<file path="config.mk">
export PLATFORM = sky130hd
export DESIGN_NAME = baud_scale_step_search_flat
export DESIGN_NICKNAME = d
export VERILOG_FILES = /design/src/hdl/bss_pkg.sv /design/src/hdl/bss_in_if.sv /design/src/hdl/bss_out_if.sv /design/src/hdl/bss_div.sv /design/src/hdl/baud_scale_step_search.sv /design/src/flat_wrapper.sv
export VERILOG_INCLUDE_DIRS = /design/src /design/src/hdl
export SDC_FILE = /design/constraint.sdc
export NUM_CORES = 2
export LEC_CHECK = 0
export BUFFER_PORTS_ARGS = -buffer_cell sky130_fd_sc_hd__buf_2
export CAP_MARGIN = 20
export CELL_PAD_IN_SITES_DETAIL_PLACEMENT = 1
export CELL_PAD_IN_SITES_GLOBAL_PLACEMENT = 1
export CORE_MARGIN = 2
export CORE_UTILIZATION = 51
export CTS_BUF_LIST = sky130_fd_sc_hd__clkbuf_8
export CTS_CLUSTER_DIAMETER = 80
export DETAILED_ROUTE_END_ITERATION = 12
export GPL_ROUTABILITY_DRIVEN = 0
export GPL_TIMING_DRIVEN = 0
export PLACE_DENSITY_LB_ADDON = 0.05
export SYNTH_ARGS = -nofsm -noshare
export SYNTH_HDL_FRONTEND = slang
export SYNTH_SLANG_ARGS = --single-unit
</file>
<file path="constraint.sdc">
create_clock -name clk -period 7.6 [get_ports clk]
set_input_delay 1.9 -clock clk [delete_from_list [all_inputs] [get_ports clk]]
set_output_delay 1.9 -clock clk [all_outputs]
set_load 0.1 [all_outputs]
</file>
<file path="src/hdl/baud_scale_step_search_assert.svh">
// Assertion macros used by the baud divisor search block.
`ifndef BAUD_SCALE_STEP_SEARCH_ASSERT_SVH
`define BAUD_SCALE_STEP_SEARCH_ASSERT_SVH

// The consequent must hold in the same cycle as the antecedent.
`define BSS_ASSERT_IMP(label, clk, rst_n, ante, cons) \
	label: assert property (@(posedge clk) disable iff (!rst_n) (ante) |-> (cons)) \
		else $error("baud divisor search: assertion failed");

// The consequent must hold in the cycle after the antecedent.
`define BSS_ASSERT_NEXT(label, clk, rst_n, ante, cons) \
	label: assert property (@(posedge clk) disable iff (!rst_n) (ante) |=> (cons)) \
		else $error("baud divisor search: assertion failed");

`endif

</file>
<file path="src/hdl/bss_pkg.sv">
package bss_pkg;

	// Search bounds.
	localparam int unsigned SCALE_LIMIT = 255;
	localparam int unsigned STEP_LIMIT  = 13107;

	// Field widths.
	localparam int unsigned BAUD_W    = 25;
	localparam int unsigned SCALE_W   = 8;
	localparam int unsigned STEP_W    = 14;
	localparam int unsigned CLK_W     = 32;
	localparam int unsigned FRAC_BITS = 17;

	// Derived widths of the datapath.
	localparam int unsigned PROD_W = BAUD_W + SCALE_W;        // baud * (scale + 1)
	localparam int unsigned NUM_W  = PROD_W + FRAC_BITS;      // divider dividend
	localparam int unsigned DIV_W  = CLK_W;                   // divider divisor
	localparam int unsigned MULX_W = CLK_W + STEP_W;          // clk * step
	localparam int unsigned GOT_W  = MULX_W + 1 - FRAC_BITS;  // achieved rate
	localparam int unsigned CNT_W  = $clog2(NUM_W + 1);

	localparam logic [CLK_W-1:0] CLK_RESET = CLK_W'(40000000);

	typedef enum logic [2:0] {
		S_IDLE,
		S_STEP_GO,
		S_STEP_WAIT,
		S_MUL,
		S_RATE_GO,
		S_RATE_WAIT,
		S_CMP,
		S_FINISH
	} bss_state_t;

	typedef struct packed {
		logic             start;
		logic [NUM_W-1:0] dividend;
		logic [DIV_W-1:0] divisor;
	} bss_div_req_t;

	typedef struct packed {
		logic             busy;
		logic             done;
		logic [NUM_W-1:0] quot;
	} bss_div_rsp_t;

endpackage

</file>
<file path="src/hdl/bss_in_if.sv">
interface bss_in_if;
	logic                        valid;
	logic                        ready;
	logic [bss_pkg::BAUD_W-1:0]  requested_baud;

	modport source (output valid, output requested_baud, input ready);
	modport sink (input valid, input requested_baud, output ready);
endinterface

</file>
<file path="src/hdl/bss_out_if.sv">
interface bss_out_if;
	logic                        valid;
	logic                        ready;
	logic [bss_pkg::SCALE_W-1:0] best_scale;
	logic [bss_pkg::STEP_W-1:0]  best_step;
	logic [bss_pkg::BAUD_W-1:0]  rate_error;

	modport source (output valid, output best_scale, output best_step, output rate_error,
		input ready);
	modport sink (input valid, input best_scale, input best_step, input rate_error,
		output ready);
endinterface

</file>
<file path="src/hdl/bss_div.sv">
// Restoring divider, one quotient bit per cycle.
module bss_div (
	input  logic                  clk,
	input  logic                  arst_n,
	input  bss_pkg::bss_div_req_t req,
	output bss_pkg::bss_div_rsp_t rsp
);

	logic                         busy_q;
	logic                         done_q;
	logic [bss_pkg::CNT_W-1:0]    cnt_q;
	logic [bss_pkg::DIV_W-1:0]    rem_q;
	logic [bss_pkg::DIV_W-1:0]    dsr_q;
	logic [bss_pkg::NUM_W-1:0]    quo_q;
	logic [bss_pkg::DIV_W:0]      trial;
	logic [bss_pkg::DIV_W:0]      diff;
	logic                         fits;

	assign trial = {rem_q, quo_q[bss_pkg::NUM_W-1]};
	assign diff  = trial - {1'b0, dsr_q};
	assign fits  = (trial >= {1'b0, dsr_q});

	always_ff @(posedge clk or negedge arst_n) begin
		if (!arst_n) begin
			busy_q <= 1'b0;
			done_q <= 1'b0;
			cnt_q  <= '0;
		end else begin
			done_q <= 1'b0;
			if (req.start) begin
				busy_q <= 1'b1;
				cnt_q  <= bss_pkg::CNT_W'(bss_pkg::NUM_W);
			end else if (busy_q) begin
				cnt_q <= cnt_q - bss_pkg::CNT_W'(1);
				if (cnt_q == bss_pkg::CNT_W'(1)) begin
					busy_q <= 1'b0;
					done_q <= 1'b1;
				end
			end
		end
	end

	always_ff @(posedge clk) begin
		if (req.start) begin
			rem_q <= '0;
			dsr_q <= req.divisor;
			quo_q <= req.dividend;
		end else if (busy_q) begin
			rem_q <= fits ? diff[bss_pkg::DIV_W-1:0] : trial[bss_pkg::DIV_W-1:0];
			quo_q <= {quo_q[bss_pkg::NUM_W-2:0], fits};
		end
	end

	assign rsp.busy = busy_q;
	assign rsp.done = done_q;
	assign rsp.quot = quo_q;

endmodule

</file>
<file path="src/hdl/baud_scale_step_search.sv">
// Fractional baud divisor search. A transaction on the input channel carries a requested
// baud rate; the block tries every prescale value from 0 upward, derives the step as
// floor(baud * (scale + 1) * 2^17 / clk), stops at the first step above the step limit,
// and returns one transaction with the prescale and step whose achieved rate
// round(clk * step / (2^17 * (scale + 1))) is closest to the request (the lower
// prescale wins a tie), plus the absolute rate error. The UART reference clock is
// taken from the configuration register, which resets to 40 MHz and must only be
// written while the block is idle. A request tries at most the full range of 255
// prescale values, and none when the reference clock register is zero. Each trial
// runs the single shared restoring divider twice. Input ready is high only while no
// request is being searched; a finished result waits in an output register, so a new
// request can be taken while the last result is unread.
module baud_scale_step_search (
	input  logic                       clk,
	input  logic                       arst_n,
	input  logic                       cfg_wr_en,
	input  logic [bss_pkg::CLK_W-1:0]  cfg_wr_data,
	bss_in_if.sink                     in_ch,
	bss_out_if.source                  out_ch
);

`include "baud_scale_step_search_assert.svh"

	bss_pkg::bss_state_t state_q, state_d;

	// Configuration register holding the UART reference clock in hertz.
	logic [bss_pkg::CLK_W-1:0]    uart_clk_q;

	// Working registers of the current search.
	logic [bss_pkg::BAUD_W-1:0]   baud_q;
	logic [bss_pkg::PROD_W-1:0]   prod_q;     // baud * (scale + 1), built by adding
	logic [bss_pkg::SCALE_W-1:0]  scale_q;
	logic [bss_pkg::STEP_W-1:0]   step_q;
	logic [bss_pkg::MULX_W-1:0]   mulx_q;     // clk * step
	logic [bss_pkg::GOT_W-1:0]    got_q;      // achieved rate of this trial

	// Best candidate so far.
	logic [bss_pkg::SCALE_W-1:0]  best_scale_q;
	logic [bss_pkg::STEP_W-1:0]   best_step_q;
	logic [bss_pkg::BAUD_W-1:0]   best_err_q;

	// Output register.
	logic                         out_valid_q;
	logic [bss_pkg::SCALE_W-1:0]  out_scale_q;
	logic [bss_pkg::STEP_W-1:0]   out_step_q;
	logic [bss_pkg::BAUD_W-1:0]   out_err_q;

	bss_pkg::bss_div_req_t        div_req;
	bss_pkg::bss_div_rsp_t        div_rsp;

	logic                         in_fire;
	logic                         slot_free;
	logic                         step_over;
	logic                         last_scale;
	logic [bss_pkg::SCALE_W-1:0]  scale_inc;
	logic [bss_pkg::MULX_W:0]     rate_num;
	logic [bss_pkg::GOT_W-1:0]    err;
	logic                         better;

	bss_div u_div (
		.clk    (clk),
		.arst_n (arst_n),
		.req    (div_req),
		.rsp    (div_rsp)
	);

	assign in_ch.ready = (state_q == bss_pkg::S_IDLE);
	assign in_fire     = in_ch.valid && in_ch.ready;
	assign slot_free   = !out_valid_q || out_ch.ready;

	// No trial uses a scale above SCALE_LIMIT - 1, so the divisor scale + 1 fits in SCALE_W bits.
	assign scale_inc  = scale_q + bss_pkg::SCALE_W'(1);
	assign last_scale = (scale_q == bss_pkg::SCALE_W'(bss_pkg::SCALE_LIMIT - 1));
	assign step_over  = (div_rsp.quot > bss_pkg::NUM_W'(bss_pkg::STEP_LIMIT));

	// Rounding half up: add half the divider, then the divide by 2^17 is a shift and the
	// remaining divide by (scale + 1) goes to the shared divider.
	assign rate_num = {1'b0, mulx_q}
		+ (bss_pkg::MULX_W + 1)'({scale_inc, (bss_pkg::FRAC_BITS - 1)'(0)});

	assign err    = (got_q >= bss_pkg::GOT_W'(baud_q)) ? (got_q - bss_pkg::GOT_W'(baud_q))
		: (bss_pkg::GOT_W'(baud_q) - got_q);
	assign better = (err < bss_pkg::GOT_W'(best_err_q));

	// Divider requests: the step division in STEP_GO, the rate division in RATE_GO.
	always_comb begin
		div_req.start    = 1'b0;
		div_req.dividend = {prod_q, bss_pkg::FRAC_BITS'(0)};
		div_req.divisor  = uart_clk_q;
		if (state_q == bss_pkg::S_STEP_GO) begin
			div_req.start = 1'b1;
		end else if (state_q == bss_pkg::S_RATE_GO) begin
			div_req.start    = 1'b1;
			div_req.dividend = bss_pkg::NUM_W'(rate_num[bss_pkg::MULX_W:bss_pkg::FRAC_BITS]);
			div_req.divisor  = bss_pkg::DIV_W'(scale_inc);
		end
	end

	always_ff @(posedge clk or negedge arst_n) begin
		if (!arst_n) begin
			state_q <= bss_pkg::S_IDLE;
		end else begin
			state_q <= state_d;
		end
	end

	always_comb begin
		state_d = state_q;
		unique case (state_q)
			bss_pkg::S_IDLE: begin
				// A zero reference clock allows no trial at all.
				if (in_fire) begin
					state_d = (uart_clk_q == '0) ? bss_pkg::S_FINISH : bss_pkg::S_STEP_GO;
				end
			end
			bss_pkg::S_STEP_GO: begin
				state_d = bss_pkg::S_STEP_WAIT;
			end
			bss_pkg::S_STEP_WAIT: begin
				if (div_rsp.done) begin
					state_d = step_over ? bss_pkg::S_FINISH : bss_pkg::S_MUL;
				end
			end
			bss_pkg::S_MUL: begin
				state_d = bss_pkg::S_RATE_GO;
			end
			bss_pkg::S_RATE_GO: begin
				state_d = bss_pkg::S_RATE_WAIT;
			end
			bss_pkg::S_RATE_WAIT: begin
				if (div_rsp.done) begin
					state_d = bss_pkg::S_CMP;
				end
			end
			bss_pkg::S_CMP: begin
				state_d = last_scale ? bss_pkg::S_FINISH : bss_pkg::S_STEP_GO;
			end
			bss_pkg::S_FINISH: begin
				if (slot_free) begin
					state_d = bss_pkg::S_IDLE;
				end
			end
			default: begin
				state_d = bss_pkg::S_IDLE;
			end
		endcase
	end

	always_ff @(posedge clk or negedge arst_n) begin
		if (!arst_n) begin
			uart_clk_q  <= bss_pkg::CLK_RESET;
			out_valid_q <= 1'b0;
		end else begin
			if (cfg_wr_en) begin
				uart_clk_q <= cfg_wr_data;
			end
			if (state_q == bss_pkg::S_FINISH && slot_free) begin
				out_valid_q <= 1'b1;
			end else if (out_ch.ready) begin
				out_valid_q <= 1'b0;
			end
		end
	end

	// Datapath registers, loaded under the sequencer.
	always_ff @(posedge clk) begin
		if (in_fire) begin
			baud_q       <= in_ch.requested_baud;
			prod_q       <= bss_pkg::PROD_W'(in_ch.requested_baud);
			scale_q      <= '0;
			best_scale_q <= '0;
			best_step_q  <= '0;
			best_err_q   <= in_ch.requested_baud;
		end
		if (state_q == bss_pkg::S_STEP_WAIT && div_rsp.done) begin
			step_q <= div_rsp.quot[bss_pkg::STEP_W-1:0];
		end
		if (state_q == bss_pkg::S_MUL) begin
			mulx_q <= bss_pkg::MULX_W'(uart_clk_q) * bss_pkg::MULX_W'(step_q);
		end
		if (state_q == bss_pkg::S_RATE_WAIT && div_rsp.done) begin
			got_q <= div_rsp.quot[bss_pkg::GOT_W-1:0];
		end
		if (state_q == bss_pkg::S_CMP) begin
			if (better) begin
				best_err_q   <= err[bss_pkg::BAUD_W-1:0];
				best_scale_q <= scale_q;
				best_step_q  <= step_q;
			end
			scale_q <= scale_inc;
			prod_q  <= prod_q + bss_pkg::PROD_W'(baud_q);
		end
		if (state_q == bss_pkg::S_FINISH && slot_free) begin
			out_scale_q <= best_scale_q;
			out_step_q  <= best_step_q;
			out_err_q   <= best_err_q;
		end
	end

	assign out_ch.valid      = out_valid_q;
	assign out_ch.best_scale = out_scale_q;
	assign out_ch.best_step  = out_step_q;
	assign out_ch.rate_error = out_err_q;

	// The divider is only started when it is free.
	`BSS_ASSERT_IMP(a_div_start_free, clk, arst_n, div_req.start, !div_rsp.busy)
	// A divider completion is only seen while the sequencer waits for it.
	`BSS_ASSERT_IMP(a_div_done_wait, clk, arst_n, div_rsp.done,
		(state_q == bss_pkg::S_STEP_WAIT) || (state_q == bss_pkg::S_RATE_WAIT))
	// The kept error never exceeds the starting error of the request.
	`BSS_ASSERT_IMP(a_err_bound, clk, arst_n, state_q == bss_pkg::S_FINISH,
		best_err_q <= baud_q)
	// A result that is loaded holds a step inside the search bound.
	`BSS_ASSERT_NEXT(a_step_bound, clk, arst_n,
		(state_q == bss_pkg::S_FINISH) && slot_free,
		out_valid_q && (out_step_q <= bss_pkg::STEP_W'(bss_pkg::STEP_LIMIT)))

endmodule

</file>
<file path="src/flat_wrapper.sv">
// flat-port wrapper written by rule: the top's interface ports become plain ports
module baud_scale_step_search_flat 
  (clk, arst_n, cfg_wr_en, cfg_wr_data, in_ch_valid, in_ch_requested_baud, in_ch_ready, out_ch_valid, out_ch_best_scale, out_ch_best_step, out_ch_rate_error, out_ch_ready);
  bss_in_if in_ch_i ();
  bss_out_if out_ch_i ();
  input  logic clk;
  input  logic arst_n;
  input  logic cfg_wr_en;
  input  logic [bss_pkg::CLK_W-1:0] cfg_wr_data;
  input wire logic [$bits(in_ch_i.valid)-1:0] in_ch_valid;
  input wire logic [$bits(in_ch_i.requested_baud)-1:0] in_ch_requested_baud;
  output wire logic [$bits(in_ch_i.ready)-1:0] in_ch_ready;
  output wire logic [$bits(out_ch_i.valid)-1:0] out_ch_valid;
  output wire logic [$bits(out_ch_i.best_scale)-1:0] out_ch_best_scale;
  output wire logic [$bits(out_ch_i.best_step)-1:0] out_ch_best_step;
  output wire logic [$bits(out_ch_i.rate_error)-1:0] out_ch_rate_error;
  input wire logic [$bits(out_ch_i.ready)-1:0] out_ch_ready;
  assign in_ch_i.valid = in_ch_valid;
  assign in_ch_i.requested_baud = in_ch_requested_baud;
  assign in_ch_ready = in_ch_i.ready;
  assign out_ch_valid = out_ch_i.valid;
  assign out_ch_best_scale = out_ch_i.best_scale;
  assign out_ch_best_step = out_ch_i.best_step;
  assign out_ch_rate_error = out_ch_i.rate_error;
  assign out_ch_i.ready = out_ch_ready;
  baud_scale_step_search u_core (.clk(clk), .arst_n(arst_n), .cfg_wr_en(cfg_wr_en), .cfg_wr_data(cfg_wr_data), .in_ch(in_ch_i), .out_ch(out_ch_i));
endmodule
</file>
## Yosys cells after proc, flatten, opt, wreduce, memory -nomap -nowiden

Index checks and enable logic that the tools add are counted.

- Bits in registers: 408
- Input bits: 62
- Output and inout port bits: 49
- Logic and storage cells: 96

- Add/sub/neg operators: 7
- $mul: 1
- Order comparisons: 4
- Equal/unequal tests: 13
- Muxes and demuxes: 38
- Reductions and logical operators: 12

Operators by type and width:

| cell | number |
|---|---|
| $mux W50 | 2 |
| $mux W83 | 1 |
| $mux W82 | 1 |
| $mux W25 | 3 |
| $mux W33 | 2 |
| $gt A50 B14 Y1 const B | 1 |
| $add A46 B24 Y47 | 1 |
| $mul A32 B14 Y46 | 1 |
| $mux W14 | 3 |
| $mux W8 | 5 |
| $add A33 B25 Y33 | 1 |
| $ge A33 B32 Y1 | 1 |
| $logic_not A32 Y1 | 1 |
| $mux W32 | 1 |
| $sub A32 B32 Y32 | 1 |
| $ge A30 B25 Y1 | 1 |
| $lt A30 B25 Y1 | 1 |
| $mux W30 | 1 |
| $sub A25 B30 Y30 | 1 |
| $sub A30 B25 Y30 | 1 |
| $pmux W3 S8 | 1 |
| $mux W3 | 7 |
| $eq A3 B3 Y1 const B | 4 |
| $mux W6 | 2 |
| 15 further kinds | 31 |

## Depth between registers and ports, before layout

- Depth in word-level cells: 5
- Mapped depth: 27
- Mapped depth without buffers: 24

## Modules after synthesis

A second synthesis with hierarchy kept.

- Cells, all modules: 3757
- Area, all modules: 36181.0 sq um

Modules (own cells, without submodules):

| module | times used | cells an instance | area an instance (sq um) | seq. area each (sq um) |
|---|---|---|---|---|
| baud_scale_step_search | 1 | 3097 | 29229.3 | 7467.2 |
| bss_div | 1 | 660 | 6951.7 | 3303.2 |

## Least setup slack after synthesis

OpenSTA, ideal clock, no wires.

- Path type: reg-to-reg
- Start: register u_core.uart_clk_q[9] (netlist name)
- End: register u_core.mulx_q[38] (netlist name) (data pin)
- Setup time: 0.264 ns
- Data arrival time: 6.532 ns
- Data required time: 7.336 ns
- Path slack: 0.805 ns
- Cell stages (with the launch flop): 23
- Path buffers: 1
- Clock period less this slack: 6.795 ns
- Path through: dfstp_2 clkbuf_1 nand2_1 fa_1 fa_1 inv_1 fa_1 fa_1 fa_1 inv_1 fa_1 inv_1 ha_1 or3_1 o221ai_1 a2111oi_0 nor3_2 a2111oi_1 o31ai_1 nand2b_1 a221o_1 a311oi_1 a21oi_1

- Cells in the longest elaborated chain, start to end: 1

Ends and longest elaborated chain:

| element | RTL line | source |
|---|---|---|
| start, declared | baud_scale_step_search.sv:27 | `logic [bss_pkg::CLK_W-1:0] uart_clk_q;` |
| start signal, assigned | baud_scale_step_search.sv:151 | `uart_clk_q <= bss_pkg::CLK_RESET;` |
| start signal, assigned | baud_scale_step_search.sv:155 | `uart_clk_q <= cfg_wr_data;` |
| $mul A32 B14 Y46 | baud_scale_step_search.sv:179 | `mulx_q <= bss_pkg::MULX_W'(uart_clk_q) * bss_pkg::MULX_W'(step_q);` |
| end signal, assigned | baud_scale_step_search.sv:179 |  |
| end, declared | baud_scale_step_search.sv:34 | `logic [bss_pkg::MULX_W-1:0] mulx_q;` |

No other way between the ends.
A chain may end at the register's enable or synchronous reset.

## Worst setup path in the final report

- Start: register u_core.step_q[4] (netlist name)
- End: register u_core.mulx_q[39] (netlist name) (data pin)

- Cells in the longest elaborated chain, start to end: 1

Ends and longest elaborated chain:

| element | RTL line | source |
|---|---|---|
| start, declared | baud_scale_step_search.sv:33 | `logic [bss_pkg::STEP_W-1:0] step_q;` |
| start signal, assigned | baud_scale_step_search.sv:176 | `step_q <= div_rsp.quot[bss_pkg::STEP_W-1:0];` |
| $mul A32 B14 Y46 | baud_scale_step_search.sv:179 |  |

No other way between the ends.

==> impl_metrics.tcl <==
set metrics [dict create \
    drtAntennaViolNets 0 \
    remaining_drc_errors 0 \
    grt_pass1_wl_um 185000 \
    rows 96 \
    dpl_cell_area_um2 37200 \
    syn_inst 3648 \
    io_buffers 109 \
    firstDrtPassIters 5 \
    fin_skew_ns 0.0540 \
    status "finished, final reports clean" \
    antenna_found_initial 6 \
    layout_commonest_cell "inv_1" \
    drv_cap 0 \
    clk_pin_slew_ns 0.06 \
    async_flop_share 0.112 \
    crit_top_cell "fa_1" \
    critPathCaptureType "register" \
    most-common-layout-cells "556 x inv_1, 404 x nand2_1, 361 x fa_1" \
    core_area_um2 68600 \
    first_iter_violations 2050 \
    clockRootBuffer "clkbuf_8" \
    htreeDepth 3 \
    crit_path_start_kind "register" \
    cp_max_fo 10 \
    cp.required_ns 8.03 \
    critPathBufInv 4 \
    io_pins 111 \
    fin_crit_ns 7.46 \
    grt_usage 0.344 \
    cp_top_family "adder cells" \
    yosys_most_used_dff "edfxtp_1" \
    initial_core_util 0.515 \
    ir_drop_mv 0.472 \
    grt_pass1_vias 31100 \
    critPathKind "reg2reg" \
    clockPowerShare 0.109 \
    clock_path_buffers 3 \
    p_sw_frac 0.490 \
    hold_viol_final 0 \
    relSlewSlack 0.225 \
    power.internal_mw 10.3 \
    seqPwrFrac 0.214 \
    hold_path.class "reg2reg" \
    critical_path_arrival_ns 7.89 \
    dieArea_um2 71400 \
    synth-seq-cells 392 \
    cpMaxStageDelayCell "edfxtp_1" \
    cellPowerDensity_nw_per_um2 516 \
    crit_chain "clkbuf_2 -> and2_1 -> fa_1 -> inv_1 -> fa_1 -> inv_1 -> fa_1 -> fa_1 -> fa_1 -> fa_1 -> ha_1 -> o21a_1 -> o221ai_4 -> a2111oi_4 -> nor3_2 -> buf_4 -> a311oi_1 -> a21oi_1 -> o211a_1 -> o21ai_0 -> a21oi_1 -> xnor2_1" \
    ys_warn_count 0 \
    area_growth_pct 11.0 \
    switchingPower_mw 9.91 \
    p_leak_nw 17.9 \
    clkLatencyLatePin_ns 0.71 \
    clock-sinks 392 \
    hpwlAfterDp_um 96200 \
    setup_viol 0 \
    cts_inserted_buffers 74 \
    synth_nets 4321 \
    design.final.nets 4542 \
    cts_tree "built" \
    worst_pin_slew_ns 1.16 \
    synth.distinct_cells 87 \
    dr_total_vias 28500 \
    cpPeakStageDelay_ns 0.56 \
    fin_area_um2 39200 \
    layout-drive-gt1-share 0.106 \
    grt_start_max_net_pins 34 \
    yosysSeqAreaShare 0.305 \
    fmax_ghz 0.134 \
    syn_area_per_cell_um2 9.68 \
    synth-edff-count 269 \
    fin_hold_ws_ns 0.429 \
    viasPerCell 5.86 \
    period_share 0.982 \
    pwr-share-comb 0.678 \
    slew_violations 0 \
    overflow 0 \
    die_y_um 267 \
    netlist_area_um2 35300 \
    die_w_um 267 \
    drt_wl_total_um 120000 \
    wire_per_inst_um 24.8 \
]
==> through the flow <==
step | cells | TNS [ns] | utilization | power, mW | setup WS (ns)
finish | 4862 | 0 | 0.572 | 20.2 | 0.137
global route | 4860 | -0.0136 | 0.572 | 21.9 | -0.0136
CTS | 4851 | 0 | 0.570 | 19.9 | 0.0151
detailed placement | 4698 | -16.15 | 0.543 | 17.4 | -1.30
global placement | 4688 | -13.16 | 0.540 | 16.7 | -1.16
floorplan | 3648 | 0 | - | 13.7 | 0.805
==> cells by family (layout without fill, tap and decap cells) <==
kind of cell / Yosys count / in the layout / share of synthesized area
AOI/OAI and AO/OA: 648 / 648 / 0.114
xor gates and xnor gates: 134 / 134 / 0.0332
adders and majority gates: 611 / 611 / 0.293
buffers and inverters: 703 / 983 / 0.0763
DFF: 392 / 392 / 0.305
muxes: 88 / 88 / 0.0274
other: 0 / 3 / 0
and+or+nand+nor: 1072 / 1072 / 0.151
==> final timing paths <==
kind / start / end / slack [ns] / cells past startpoint
worst max-delay path: u_core.step_q[4] / u_core.mulx_q[39] / 0.14 / 22
worst min-delay path: u_core.best_step_q[3] / u_core.out_ch.best_step[3] / 0.43 / 0
worst max register to register: u_core.step_q[4] / u_core.mulx_q[39] / 0.14 / 22
worst min register to register: u_core.best_step_q[3] / u_core.out_ch.best_step[3] / 0.43 / 0
max in group asynchronous: arst_n / u_core.uart_clk_q[10] / 5.83 / 2
min in group asynchronous: arst_n / u_core.u_div.cnt_q[5] / 1.13 / 1
==> worst reg2reg max path, stage by stage, from the launching register on <==
cell and delay [ns]:
edfxtp_1 0.56, clkbuf_2 0.37, and2_1 0.25, fa_1 0.54, inv_1 0.06, fa_1 0.53
inv_1 0.05, fa_1 0.52, fa_1 0.46, fa_1 0.53, fa_1 0.49, ha_1 0.33
o21a_1 0.20, o221ai_4 0.20, a2111oi_4 0.41, nor3_2 0.09, buf_4 0.17, a311oi_1 0.39
a21oi_1 0.20, o211a_1 0.29, o21ai_0 0.27, a21oi_1 0.13, xnor2_1 0.16
==> cells in the mapped netlist (5+ instances only) <==
cell type / number / area share
a2111oi_0: 8 / 0.0020
a211oi_1: 19 / 0.0040
a21boi_0: 6 / 0.0013
a21o_1: 69 / 0.015
a21oi_1: 179 / 0.025
a22o_1: 21 / 0.0052
a22oi_1: 6 / 0.0013
a311oi_1: 6 / 0.0015
a31oi_1: 14 / 0.0025
and2_1: 224 / 0.040
and3_1: 23 / 0.0041
and4_1: 6 / 0.0015
buf_1: 7 / 0.00074
buf_2: 20 / 0.0028
clkbuf_1: 136 / 0.014
dfrtp_1: 36 / 0.026
dfstp_2: 8 / 0.0060
dfxtp_1: 79 / 0.045
edfxtp_1: 269 / 0.23
fa_1: 361 / 0.20
ha_1: 250 / 0.089
inv_1: 533 / 0.057
mux2_1: 6 / 0.0019
mux2_2: 39 / 0.012
mux2_4: 6 / 0.0026
mux2i_1: 37 / 0.010
nand2_1: 406 / 0.043
nand2b_1: 19 / 0.0034
nand3_1: 46 / 0.0065
nand4_1: 57 / 0.010
nor2_1: 137 / 0.015
nor2b_1: 51 / 0.0090
nor3_1: 40 / 0.0057
nor3b_1: 5 / 0.0011
nor4_1: 24 / 0.0042
o211ai_1: 16 / 0.0034
o21a_1: 19 / 0.0040
o21ai_0: 173 / 0.025
o21ai_1: 31 / 0.0044
o21bai_1: 17 / 0.0036
o31ai_1: 9 / 0.0019
or3_1: 10 / 0.0018
xnor2_1: 79 / 0.020
xor2_1: 55 / 0.014
==> power groups by stage <==
| stage | logic, mW | registers, mW | clock network [mW] |
|---|---|---|---|
| CTS | 13.4 | 4.30 | 2.23 |
| floorplan | 9.20 | 4.51 | 0 |
| global route | 15.2 | 4.38 | 2.32 |
| detailed placement | 13.1 | 4.33 | 0 |
| global placement | 12.4 | 4.32 | 0 |
| finish | 13.7 | 4.32 | 2.20 |
==> layout make-up <==
type	instances	area (µm²)
fill	7764	29400
multi-input combinational	2553	22000
sequential	392	10800
inverter	535	2010
clock buffer	86	1180
tap	931	1160
timing repair buffer	149	957
buffer	164	779
clock inverter	49	372
antenna	3	7.51
==> sequential cells by signal, indices dropped and copies added (netlist names), 25 cells and up <==
signal	count
u_core.baud_q	25
u_core.best_err_q	25
u_core.got_q	30
u_core.mulx_q	30
u_core.out_ch.rate_error	25
u_core.prod_q	33
u_core.u_div.dsr_q	32
u_core.u_div.quo_q	50
u_core.u_div.rem_q	32
u_core.uart_clk_q	32
==> per-layer routing <==
| metal | wire, µm | share of wire | GRT usage |
|---|---|---|---|
| met3 | 7410 | 0.061 | 0.0490 |
| met1 | 48100 | 0.40 | 0.427 |
| met5 | 0 | 0 | 0 |
| met4 | 6390 | 0.053 | 0.168 |
| met2 | 58500 | 0.49 | 0.589 |
==> repair_timing <==
| action | CTS | global route |
|---|---|---|
| buffers inserted | 18 | 12 |
| gates resized for setup | 67 | 50 |
| setup endpoints to repair | 25 | 10 |
| pin swaps | 3 | 4 |
| gates cloned | 0 | 0 |
| hold buffers | 0 | 0 |
Power figures use the tool's default switching activity.
